--- config.mk ---
export PLATFORM = sky130hd
export DESIGN_NAME = aging_page_replacement
export DESIGN_NICKNAME = d
export VERILOG_FILES = /design/src/hw/rtl/apr_pkg.sv /design/src/hw/rtl/apr_ctrl.sv /design/src/hw/rtl/apr_datapath.sv /design/src/hw/rtl/aging_page_replacement.sv
export SDC_FILE = /design/constraint.sdc
export NUM_CORES = 1
export LEC_CHECK = 0
export ABC_AREA = 1
export BUFFER_PORTS_ARGS = -buffer_cell sky130_fd_sc_hd__buf_4
export CORE_MARGIN = 5
export CORE_UTILIZATION = 45
export DETAILED_ROUTE_END_ITERATION = 10
export HOLD_SLACK_MARGIN = 0.05
export PLACE_DENSITY_LB_ADDON = 0.08
export SLEW_MARGIN = 10
export SYNTH_ARGS = -nofsm -noshare
export SYNTH_HDL_FRONTEND = slang
export SYNTH_SLANG_ARGS = --single-unit
--- constraint.sdc ---
create_clock -name clk -period 17.9 [get_ports clk]
set_input_delay 1.79 -clock clk [delete_from_list [all_inputs] [get_ports clk]]
set_output_delay 1.79 -clock clk [all_outputs]
set_load 0.005 [all_outputs]
--- src/hw/rtl/apr_pkg.sv ---
`timescale 1ns / 1ps
`default_nettype none

package apr_pkg;

    localparam int MAX_FRAMES = 16;
    localparam int PAGE_BITS  = 16;
    localparam int AGE_BITS   = 8;

    localparam int FRAME_BITS = (MAX_FRAMES > 1) ? $clog2(MAX_FRAMES) : 1;
    localparam int CFG_BITS   = 5;
    localparam int COUNT_BITS = 32;
    localparam int CNT_BITS   = $clog2(MAX_FRAMES + 1);
    localparam int CLAMP_BITS = ((CFG_BITS > CNT_BITS) ? CFG_BITS : CNT_BITS) + 1;

    localparam int GROUP_SIZE = 4;
    localparam int NUM_GROUPS = (MAX_FRAMES + GROUP_SIZE - 1) / GROUP_SIZE;

    localparam logic [CFG_BITS-1:0] FRAMES_RESET = CFG_BITS'(16);

    typedef logic [PAGE_BITS-1:0]  page_t;
    typedef logic [AGE_BITS-1:0]   age_t;
    typedef logic [FRAME_BITS-1:0] frame_idx_t;
    typedef logic [COUNT_BITS-1:0] count_t;
    typedef logic [CFG_BITS-1:0]   cfg_t;

    typedef struct packed {
        logic capture;
        logic lookup;
        logic update;
    } apr_cmd_t;

    typedef struct packed {
        logic out_hold;
    } apr_status_t;

endpackage

`default_nettype wire

--- src/hw/rtl/apr_ctrl.sv ---
`timescale 1ns / 1ps
`default_nettype none

module apr_ctrl (
    input  wire logic                 clk,
    input  wire logic                 rst_n,
    input  wire logic                 in_valid,
    output logic                      in_stall,
    input  wire apr_pkg::apr_status_t status,
    output apr_pkg::apr_cmd_t         cmd
);

    localparam logic [1:0] ST_IDLE = 2'd0;
    localparam logic [1:0] ST_LOOK = 2'd1;
    localparam logic [1:0] ST_UPDT = 2'd2;

    logic [1:0] state_reg;
    logic [1:0] state_next;

    always_comb
    begin
        cmd.update  = (state_reg == ST_UPDT) && !status.out_hold;
        cmd.lookup  = (state_reg == ST_LOOK);
        in_stall    = !((state_reg == ST_IDLE) || cmd.update);
        cmd.capture = in_valid && !in_stall;
    end

    always_comb
    begin
        state_next = state_reg;
        unique case (state_reg)
            ST_IDLE:
            begin
                if (cmd.capture)
                begin
                    state_next = ST_LOOK;
                end
            end
            ST_LOOK:
            begin
                state_next = ST_UPDT;
            end
            ST_UPDT:
            begin
                if (cmd.update)
                begin
                    state_next = cmd.capture ? ST_LOOK : ST_IDLE;
                end
            end
            default:
            begin
                state_next = ST_IDLE;
            end
        endcase
    end

    always_ff @(posedge clk or negedge rst_n)
    begin
        if (!rst_n)
        begin
            state_reg <= ST_IDLE;
        end
        else
        begin
            state_reg <= state_next;
        end
    end

    a_capture_to_look: assert property (@(posedge clk) disable iff (!rst_n)
        cmd.capture |=> (state_reg == ST_LOOK))
        else $error("accepted transaction did not start a lookup");

    a_look_to_update: assert property (@(posedge clk) disable iff (!rst_n)
        (state_reg == ST_LOOK) |=> (state_reg == ST_UPDT))
        else $error("lookup not followed by update");

endmodule

`default_nettype wire

--- src/hw/rtl/apr_datapath.sv ---
`timescale 1ns / 1ps
`default_nettype none

module apr_datapath (
    input  wire logic                 clk,
    input  wire logic                 rst_n,
    input  wire apr_pkg::apr_cmd_t    cmd,
    output apr_pkg::apr_status_t      status,
    input  wire logic                 cfg_wr_en,
    input  wire apr_pkg::cfg_t        cfg_wr_data,
    input  wire apr_pkg::page_t       page_number,
    output logic                      out_valid,
    input  wire logic                 out_stall,
    output logic                      hit,
    output apr_pkg::frame_idx_t       frame_index,
    output logic                      evicted_valid,
    output apr_pkg::page_t            evicted_page,
    output apr_pkg::count_t           hit_total,
    output apr_pkg::count_t           fault_total
);

    localparam int NF = apr_pkg::MAX_FRAMES;
    localparam int NG = apr_pkg::NUM_GROUPS;
    localparam int GS = apr_pkg::GROUP_SIZE;
    localparam int CB = apr_pkg::CLAMP_BITS;

    apr_pkg::cfg_t       frames_cfg_reg;
    logic [CB-1:0]       active_n;
    logic [NF-1:0]       active;

    apr_pkg::page_t      frame_page_reg [NF];
    logic [NF-1:0]       frame_valid_reg;
    apr_pkg::age_t       frame_age_reg [NF];
    logic [NF-1:0]       frame_ref_reg;
    apr_pkg::count_t     hit_count_reg;
    apr_pkg::count_t     fault_count_reg;

    apr_pkg::page_t      page_in_reg;

    logic                match_found;
    apr_pkg::frame_idx_t match_idx;
    logic                empty_found;
    apr_pkg::frame_idx_t empty_idx;
    logic [NG-1:0]       grp_found;
    apr_pkg::age_t       grp_age [NG];
    apr_pkg::frame_idx_t grp_idx [NG];

    logic                hit_found_reg;
    apr_pkg::frame_idx_t hit_idx_reg;
    logic                empty_found_reg;
    apr_pkg::frame_idx_t empty_idx_reg;
    logic [NG-1:0]       grp_found_reg;
    apr_pkg::age_t       grp_age_reg [NG];
    apr_pkg::frame_idx_t grp_idx_reg [NG];

    logic                best_found;
    apr_pkg::age_t       best_age;
    apr_pkg::frame_idx_t best_idx;
    apr_pkg::frame_idx_t slot;
    logic                ev_valid;

    logic                out_valid_reg;
    logic                out_hit_reg;
    apr_pkg::frame_idx_t out_idx_reg;
    logic                out_ev_reg;
    apr_pkg::page_t      out_evp_reg;

    // clamp frame count into 1..MAX_FRAMES
    always_comb
    begin
        active_n = CB'(frames_cfg_reg);
        if (active_n == '0)
        begin
            active_n = CB'(1);
        end
        else if (active_n > CB'(NF))
        begin
            active_n = CB'(NF);
        end
        for (int i = 0; i < NF; i++)
        begin
            active[i] = CB'(i) < active_n;
        end
    end

    always_ff @(posedge clk or negedge rst_n)
    begin
        if (!rst_n)
        begin
            frames_cfg_reg <= apr_pkg::FRAMES_RESET;
        end
        else if (cfg_wr_en)
        begin
            frames_cfg_reg <= cfg_wr_data;
        end
    end

    always_ff @(posedge clk)
    begin
        if (cmd.capture)
        begin
            page_in_reg <= page_number;
        end
    end

    // lookup: tag match, first empty frame, per-group minimum age
    always_comb
    begin
        int k;
        match_found = 1'b0;
        match_idx   = '0;
        empty_found = 1'b0;
        empty_idx   = '0;
        for (int i = 0; i < NF; i++)
        begin
            if (!match_found && active[i] && frame_valid_reg[i]
                && (frame_page_reg[i] == page_in_reg))
            begin
                match_found = 1'b1;
                match_idx   = apr_pkg::FRAME_BITS'(i);
            end
            if (!empty_found && active[i] && !frame_valid_reg[i])
            begin
                empty_found = 1'b1;
                empty_idx   = apr_pkg::FRAME_BITS'(i);
            end
        end
        for (int g = 0; g < NG; g++)
        begin
            grp_found[g] = 1'b0;
            grp_age[g]   = '0;
            grp_idx[g]   = '0;
            for (int j = 0; j < GS; j++)
            begin
                k = g * GS + j;
                if (k < NF)
                begin
                    if (active[k] && (!grp_found[g] || (frame_age_reg[k] < grp_age[g])))
                    begin
                        grp_found[g] = 1'b1;
                        grp_age[g]   = frame_age_reg[k];
                        grp_idx[g]   = apr_pkg::FRAME_BITS'(k);
                    end
                end
            end
        end
    end

    always_ff @(posedge clk)
    begin
        if (cmd.lookup)
        begin
            hit_found_reg   <= match_found;
            hit_idx_reg     <= match_idx;
            empty_found_reg <= empty_found;
            empty_idx_reg   <= empty_idx;
            grp_found_reg   <= grp_found;
            grp_age_reg     <= grp_age;
            grp_idx_reg     <= grp_idx;
        end
    end

    // slot selection: hit frame, else first empty frame, else lowest-age victim across groups
    always_comb
    begin
        best_found = 1'b0;
        best_age   = '0;
        best_idx   = '0;
        for (int g = 0; g < NG; g++)
        begin
            if (grp_found_reg[g] && (!best_found || (grp_age_reg[g] < best_age)))
            begin
                best_found = 1'b1;
                best_age   = grp_age_reg[g];
                best_idx   = grp_idx_reg[g];
            end
        end
        if (hit_found_reg)
        begin
            slot = hit_idx_reg;
        end
        else if (empty_found_reg)
        begin
            slot = empty_idx_reg;
        end
        else
        begin
            slot = best_idx;
        end
        ev_valid = !hit_found_reg && !empty_found_reg;
    end

    // frame state update and aging
    always_ff @(posedge clk or negedge rst_n)
    begin
        if (!rst_n)
        begin
            frame_valid_reg <= '0;
            frame_ref_reg   <= '0;
            for (int i = 0; i < NF; i++)
            begin
                frame_age_reg[i] <= '0;
            end
        end
        else if (cmd.update)
        begin
            for (int i = 0; i < NF; i++)
            begin
                logic          sel;
                logic          fill;
                logic          v;
                logic          r;
                apr_pkg::age_t a;
                sel  = (apr_pkg::FRAME_BITS'(i) == slot);
                fill = sel && !hit_found_reg;
                v    = frame_valid_reg[i] || fill;
                r    = frame_ref_reg[i] || sel;
                a    = fill ? '0 : frame_age_reg[i];
                if (active[i] && v)
                begin
                    frame_valid_reg[i] <= 1'b1;
                    frame_ref_reg[i]   <= 1'b0;
                    frame_age_reg[i]   <= {r, a[apr_pkg::AGE_BITS-1:1]};
                end
            end
        end
    end

    always_ff @(posedge clk)
    begin
        if (cmd.update && !hit_found_reg)
        begin
            frame_page_reg[slot] <= page_in_reg;
        end
    end

    always_ff @(posedge clk or negedge rst_n)
    begin
        if (!rst_n)
        begin
            hit_count_reg   <= '0;
            fault_count_reg <= '0;
        end
        else if (cmd.update)
        begin
            if (hit_found_reg)
            begin
                if (hit_count_reg != '1)
                begin
                    hit_count_reg <= hit_count_reg + 1'b1;
                end
            end
            else if (fault_count_reg != '1)
            begin
                fault_count_reg <= fault_count_reg + 1'b1;
            end
        end
    end

    // output register
    always_ff @(posedge clk or negedge rst_n)
    begin
        if (!rst_n)
        begin
            out_valid_reg <= 1'b0;
        end
        else if (cmd.update)
        begin
            out_valid_reg <= 1'b1;
        end
        else if (!out_stall)
        begin
            out_valid_reg <= 1'b0;
        end
    end

    always_ff @(posedge clk)
    begin
        if (cmd.update)
        begin
            out_hit_reg <= hit_found_reg;
            out_idx_reg <= slot;
            out_ev_reg  <= ev_valid;
            out_evp_reg <= ev_valid ? frame_page_reg[slot] : '0;
        end
    end

    assign status.out_hold = out_valid_reg && out_stall;
    assign out_valid       = out_valid_reg;
    assign hit             = out_hit_reg;
    assign frame_index     = out_idx_reg;
    assign evicted_valid   = out_ev_reg;
    assign evicted_page    = out_evp_reg;
    assign hit_total       = hit_count_reg;
    assign fault_total     = fault_count_reg;

    a_update_shows_result: assert property (@(posedge clk) disable iff (!rst_n)
        cmd.update |=> out_valid_reg)
        else $error("update did not present a result");

    a_hit_no_evict: assert property (@(posedge clk) disable iff (!rst_n)
        out_valid_reg |-> !(out_hit_reg && out_ev_reg))
        else $error("hit reported together with an eviction");

    a_no_evict_zero_page: assert property (@(posedge clk) disable iff (!rst_n)
        (out_valid_reg && !out_ev_reg) |-> (out_evp_reg == '0))
        else $error("evicted page nonzero without eviction");

endmodule

`default_nettype wire

--- src/hw/rtl/aging_page_replacement.sv ---
// aging page replacement, one page reference per transaction
//
// input channel: in_valid / in_stall with page_number. output channel:
// out_valid / out_stall with hit, frame_index, evicted_valid, evicted_page
// and the saturating hit_total / fault_total after that reference.
// cfg_wr_en / cfg_wr_data write frames_in_use (0 acts as 1, values above
// the built frame count act as that count); write it only while idle.
//
// a reference passes the capture register, the lookup registers and the
// output register. each reference has a lookup step (tag match, first empty
// frame, group minimum ages) followed by an update step (victim choice, fill
// and aging of all frames), and the update waits while the output is held.
// the next reference is taken in the same cycle as the update of the
// current one, so the lookup always sees the updated frame state.
//
// reset clears all valid bits, ages, reference bits and totals at once and
// sets frames_in_use to 16. while the output is stalled the finished result
// holds, one further reference can be accepted and looked up, and its
// update waits until the held result is taken.
`timescale 1ns / 1ps
`default_nettype none

module aging_page_replacement (
    input  wire logic            clk,
    input  wire logic            rst_n,
    input  wire logic            cfg_wr_en,
    input  wire apr_pkg::cfg_t   cfg_wr_data,
    input  wire logic            in_valid,
    output logic                 in_stall,
    input  wire apr_pkg::page_t  page_number,
    output logic                 out_valid,
    input  wire logic            out_stall,
    output logic                 hit,
    output apr_pkg::frame_idx_t  frame_index,
    output logic                 evicted_valid,
    output apr_pkg::page_t       evicted_page,
    output apr_pkg::count_t      hit_total,
    output apr_pkg::count_t      fault_total
);

    apr_pkg::apr_cmd_t    cmd;
    apr_pkg::apr_status_t status;

    apr_ctrl u_ctrl (
        .clk      (clk),
        .rst_n    (rst_n),
        .in_valid (in_valid),
        .in_stall (in_stall),
        .status   (status),
        .cmd      (cmd)
    );

    apr_datapath u_datapath (
        .clk           (clk),
        .rst_n         (rst_n),
        .cmd           (cmd),
        .status        (status),
        .cfg_wr_en     (cfg_wr_en),
        .cfg_wr_data   (cfg_wr_data),
        .page_number   (page_number),
        .out_valid     (out_valid),
        .out_stall     (out_stall),
        .hit           (hit),
        .frame_index   (frame_index),
        .evicted_valid (evicted_valid),
        .evicted_page  (evicted_page),
        .hit_total     (hit_total),
        .fault_total   (fault_total)
    );

endmodule

`default_nettype wire
# Word-level counts from Yosys, hierarchy flattened

Memories as Yosys holds them, arrays and structs flattened. A register that Yosys moved wholly into a read port is not among the register bits.
Cells that the tools add are included.

Register bits after elaboration: 299
Memory bits (writable): 256
Bits of input ports: 26
Output and inout port bits: 88
Memories: 1

Add/subtract/negate cells: 2
Order comparisons: 32
Equal/unequal tests: 38
Muxes and demuxes: 135
Bitwise gates (word level): 1
Reductions and logical operators: 263

Memories:

| name                      | words | width | read ports | clocked after memory_dff | write ports | line               | RTL |
|---|---|---|---|---|---|---|---|
| u_datapath.frame_page_reg | 16    | 16    | 17         | 1                        | 1           | apr_datapath.sv:31 | `apr_pkg::page_t frame_page_reg [NF];` |

Operators by type and width:

| operator              | number |
|---|---|
| $mux 8                | 35 |
| $eq 16x16->1          | 16 |
| $logic_and 1x1->1     | 130 |
| $lt 8x8->1            | 15 |
| $mux 4                | 20 |
| $logic_not 1->1       | 66 |
| $add 32x1->32 const B | 2 |
| $ne 32x32->1 const B  | 2 |
| $mux 1                | 59 |
| $lt 4x5->1 const A    | 8 |
| $reduce_and 2->1      | 17 |
| $eq 4x4->1 const A    | 8 |
| $logic_or 1x1->1      | 32 |
| $mux 3                | 9 |
| $lt 3x5->1 const A    | 4 |
| $mux 2                | 9 |
| $eq 3x4->1 const A    | 4 |
| $reduce_or 8->1       | 2 |
| $reduce_or 2->1       | 6 |
| $lt 1x5->1 const A    | 2 |
| $lt 2x5->1 const A    | 2 |
| $mux 5                | 2 |
| $reduce_or 3->1       | 3 |
| $eq 2x4->1 const A    | 2 |
| other kinds (12)      | 16 |

# Depth between registers and ports, before layout

Depth in word-level cells: 82
Mapped depth: 49
Mapped depth without buffers: 44

# Cells and area by module

A second synthesis with hierarchy kept.

Cell total of the unflattened synthesis: 3577
Area total of the unflattened synthesis: 31077.3 um^2

By module, submodules not included:

| module       | instances | cells an instance | area each (um^2) |
|---|---|---|---|
| apr_datapath | 1         | 3562              | 30969.7 |
| apr_ctrl     | 1         | 15                | 107.6 |

# Worst setup path before layout

OpenSTA, ideal clock, no wires.

Kind: reg2reg
Start: register u_datapath.grp_found_reg[0]
End: memory u_datapath.frame_page_reg[10][0] (netlist bit), enable pin
Setup time: 388 ps
Arrival: 5538 ps
Data required time: 17512 ps
Setup slack: 11973 ps
Stages on the path, launching flop included: 36
Path buffers: 4
Clock period less this slack: 5927 ps
Path through: edfxtp_1 > clkbuf_1 > nand2_1 > ha_1 > nand2_1 > o21a_1 > nand2_1 > nand2_2 > nand2_2 > clkbuf_1 > nand2_1 > o21ai_0 > ha_1 > a21oi_1 > nor2_1 > a211oi_1 > nand2_1 > nand2_1 > nand2_1 > clkbuf_1 > clkbuf_1 > o21ai_0 > ha_1 > a21oi_1 > nor2_1 > a211oi_1 > nand2_1 > nand2_2 > nand2_1 > nand2_1 > nand3_1 > a21boi_1 > nand2_1 > nor2_1 > nand2_1 > nor2_1

Cells in the longest elaborated chain, start to end: 15

RTL lines:

| what                                          | line                | RTL |
|---|---|---|
| start, declared                               | apr_datapath.sv:52  | `logic [NG-1:0] grp_found_reg;` |
| start signal, assigned                        | apr_datapath.sv:157 | `grp_found_reg <= grp_found;` |
| $mux 8 or $mux 1 (tied branches)              | apr_datapath.sv:171 | `if (grp_found_reg[g] && (!best_found \|\| (grp_age_reg[g] < best_age)))` |
| $lt 8x8->1 or $logic_not 1->1 (tied branches) | apr_datapath.sv:171 |  |
| $logic_or 1x1->1                              | apr_datapath.sv:171 |  |
| $logic_and 1x1->1                             | apr_datapath.sv:171 |  |
| $mux 8 or $mux 1 (tied branches)              | apr_datapath.sv:171 |  |
| $lt 8x8->1 or $logic_not 1->1 (tied branches) | apr_datapath.sv:171 |  |
| $logic_or 1x1->1                              | apr_datapath.sv:171 |  |
| $logic_and 1x1->1                             | apr_datapath.sv:171 |  |
| $mux 8 or $mux 1 (tied branches)              | apr_datapath.sv:171 |  |
| $lt 8x8->1 or $logic_not 1->1 (tied branches) | apr_datapath.sv:171 |  |
| $logic_or 1x1->1                              | apr_datapath.sv:171 |  |
| $logic_and 1x1->1                             | apr_datapath.sv:171 |  |
| $mux 4 (*)                                    | apr_datapath.sv:171 |  |
| $mux 4 (*)                                    | apr_datapath.sv:182 | `else if (empty_found_reg)` |
| $mux 4 (*)                                    | apr_datapath.sv:178 | `if (hit_found_reg)` |
| end, declared                                 | apr_datapath.sv:31  |  |

Mark *: on every way between the ends. The rest lies on a longest branch, timed or not.

# Final worst setup path

Start: register u_datapath.grp_found_reg[0]
End: memory u_datapath.frame_page_reg[0][1] (netlist bit), enable pin

Same word-level chain as after synthesis.

==> run_results.csv <==
group,metric,value,unit
sta,rsz0062_at_grt,"false",
final_layout,drive_gt1_share,9.81,%
cts,numCtsBuffers,67,
cts,cts-root-buf,"clkbuf_16",
logic_synthesis,synth_area_leader_cell,"edfxtp_1",
floorplanning,coreArea,67400,µm²
logic_synthesis,syn_nets,3674,
logic_synthesis,syn_inst,3541,
cts,post-cts-setup-buffers,0,
logic_synthesis,synth_commonest_cells,"nand2_1 (1294), edfxtp_1 (351), nand3_1 (238), dfrtp_1 (215), nor2_1 (192)",
final_layout,fin_nets,3771,
global_route,grt_pass1_vias,24800,
sta,hold_violations,0,
sta,holdWs,0.478,ns
placed_design,port_buffers,113,
global_route,grt_pass1_wl,152000,µm
power,pwr-share-seq,34.6,%
sta,max_freq,120,MHz
logic_synthesis,async_flop_share,38.1,%
power,power.switching,1.94,mW
logic_synthesis,ys_seq_elements,567,
power,p_total,4.81,mW
critical_path,path_buf_inv,3,
critical_path,crit_family,"simple AND/OR/NAND/NOR gates",
placed_design,gp_congestion,0.961,
logic_synthesis,syn-cell-area,30700,µm²
sta,tns,0,ns
cts,cts_resized,0,
floorplanning,rows,95,
cts,clockBufferDepth,3,
routing,via_per_inst,5.74,
logic_synthesis,synth_top_area_share,34.3,%
critical_path,crit_path_end_kind,"flip-flop",
final_layout,stdcell_area,34600,µm²
final_layout,n_antenna_cell,0,
routing,vias,26200,
logic_synthesis,synth_ff_type,"edfxtp_1",
critical_path,crit_type,"reg -> reg",
power,leakagePower,15.8,nW
critical_path,cp.required,18.15,ns
routing,first_iter_violations,2667,
power,p_per_area,139,nW/µm²
final_layout,fillers,6284,
global_route,grt_max_degree,101,
floorplanning,die_y,271,µm
min_path,hp-class,"reg -> reg",
sta,post-route-min-period,8.37,ns
floorplanning,die_area,73600,µm²
power,p_comb_share,38.3,%
routing,drt-total-wl,101000,µm
cts,cts.clk_slew.worst_paths,0.06,ns
status,status,"completed",
routing,ant_nets,0,
sta,skew,0.0386,ns
logic_synthesis,yosysMostFrequentCell,"nand2_1",
critical_path,cp.arrival,8.62,ns
logic_synthesis,ys_top_cells_by_area,"edfxtp_1 (34%), dfrtp_1 (18%), nand2_1 (16%)",
routing,avgRoutedWirePerCell,22.1,µm
placed_design,dp_slack,9.76,ns
sta,min_period_over_period,46.7,%
global_route,grt_overflow,0,
critical_path,critPathMaxStageDelay,1.02,ns
job,maxCapViolCount,0,
cts,hold_buffers,0,
cts,cts_tree,"yes",
power,max-vdd-ir-drop,96.4,µV
final_layout,layoutNonFillerInstCount,4564,
power,pwr-share-clk,27.1,%
logic_synthesis,syn_avg_cell_area,8.68,µm²
critical_path,slowest_stage,"clkinv_2",
routing,first_pass_iters,6,
placed_design,placed_cell_area,32500,µm²
logic_synthesis,synth-seq-area-share,51.9,%
sta,slew_headroom,12.2,%
floorplanning,io_pins,114,
floorplanning,start_util,45.6,%
power,switching_share,40.2,%
placed_design,place_inst,4442,
power,internal-power,2.87,mW
cts,htreeDepth,3,
global_route,antenna_found_initial,0,
logic_synthesis,synth_warnings,0,
sta,fin_ws,9.53,ns
global_route,track_usage,26.6,%
final_layout,syn2layout_area_growth,12.6,%
sta,finalSetupViolations,0,
floorplanning,fp.dieW,271,µm
final_layout,largest_reg_flops,256,
critical_path,critPathMaxFanout,69,
final_layout,finish.utilization,51.4,%
sta,tightest_slew,1.32,ns
critical_path,crit_top_cell,"nand2_1",
sta,finalMaxSlewViolations,0,
routing,drc_errors,0,
critical_path,critPathLaunchType,"flip-flop",
placed_design,dp_hpwl,70300,µm
logic_synthesis,synth_cell_types,63,
cts,clkLatencyLatePin,0.62,ns
logic_synthesis,synth_edf_count,351,
cts,cts.sinks,567,
==> path summary, 6_finish.rpt <==
check                      slack (ns)                    startpoint                         endpoint  depth (start not counted)
setup / recovery                 9.53   u_datapath.grp_found_reg[0]  u_datapath.frame_page_reg[0][1]                         32
max in group asynchronous       14.55                         rst_n         u_datapath.hit_total[15]                          3
setup reg to reg                 9.53   u_datapath.grp_found_reg[0]  u_datapath.frame_page_reg[0][1]                         32
min in group asynchronous        1.21                         rst_n       u_datapath.fault_total[15]                          1
hold / removal                   0.48  u_datapath.frame_age_reg[58]     u_datapath.frame_age_reg[58]                          2
hold reg to reg                  0.48  u_datapath.frame_age_reg[58]     u_datapath.frame_age_reg[58]                          2
==> cell families (layout without fill, tap and decap cells) <==
| group | count (synthesis) | after routing | synth area share [%] |
|---|---|---|---|
| adders and majority gates | 107 | 107 | 4.36 |
| AOI/OAI and AO/OA | 383 | 383 | 7.65 |
| muxes | 3 | 3 | 0.110 |
| xor gates and xnor gates | 126 | 126 | 3.59 |
| other | 1 | 1 | 0.0122 |
| buffers and inverters | 331 | 481 | 4.19 |
| DFF | 567 | 567 | 51.9 |
| and+or+nand+nor | 2023 | 2023 | 28.2 |
==> cell usage in the layout (no fill, tap or decap), types with 4 or more instances in the layout <==
cell type  Yosys  final
nand2_1     1294   1294
edfxtp_1     351    351
nand3_1      238    238
dfrtp_1      215    215
nor2_1       192    190
inv_1        171    170
buf_4          2    164
o21ai_0      150    150
nand4_1      124    124
ha_1         107    107
xor2_1        87     87
clkbuf_16      0     69
a21oi_1       59     59
xnor2_1       39     39
o22ai_1       38     38
or2_2         36     36
nor4_1        32     32
nor3_1        31     31
a221oi_1      30     30
nand2_2       24     23
clkinv_1       7     22
a211oi_1      19     19
o21ai_1       19     19
inv_2         15     14
clkbuf_1      81     14
a22o_1        13     13
a31oi_1       12     12
and2_1        12     12
nand3b_1      12     12
o211ai_1       8      8
o2111ai_1      8      8
a2111oi_0      8      8
clkinv_2       0      8
and3_1         6      6
nor2_2         5      6
inv_6          0      5
or4_1          4      4
clkbuf_8       0      4
==> power by group through the flow <==
| stage | Sequential (mW) | Clock (mW) | Combinational [mW] |
|---|---|---|---|
| after floorplan | 1.66 | 0 | 1.26 |
| after global placement | 1.69 | 0 | 1.78 |
| after detailed placement | 1.69 | 0 | 1.83 |
| after CTS | 1.66 | 1.33 | 1.84 |
| after global routing | 1.68 | 1.39 | 2.10 |
| final | 1.66 | 1.30 | 1.84 |
==> metal layers <==
layer  up-vias  GRT usage [%]  share of wire, %
met5         -              0                 0
met4         0           10.9               4.4
met3       214           3.81               6.1
met2      1022           43.5                47
met1     12600           35.8                42
li1      12300              -                 -
==> worst register-to-register path, delay by kind of cell, from the launching register on <==
kind	cells	cell delay (ns)
AOI/OAI and AO/OA	8	1.54
and+or+nand+nor	18	2.87
buffers and inverters	3	2.14
DFF	1	0.59
adders and majority gates	3	0.89
==> area by class of cell <==
type	instances	area (µm²)	share of cell area, %
Clock buffer	87	1830	5.30
Clock inverter	35	238	0.687
Inverter	194	732	2.11
Multi-Input combinational cell	2643	13500	39.1
Sequential cell	567	15900	46.1
Tap cell	873	1090	3.16
Timing Repair Buffer	165	1250	3.60
Power figures use the tool's default switching activity.
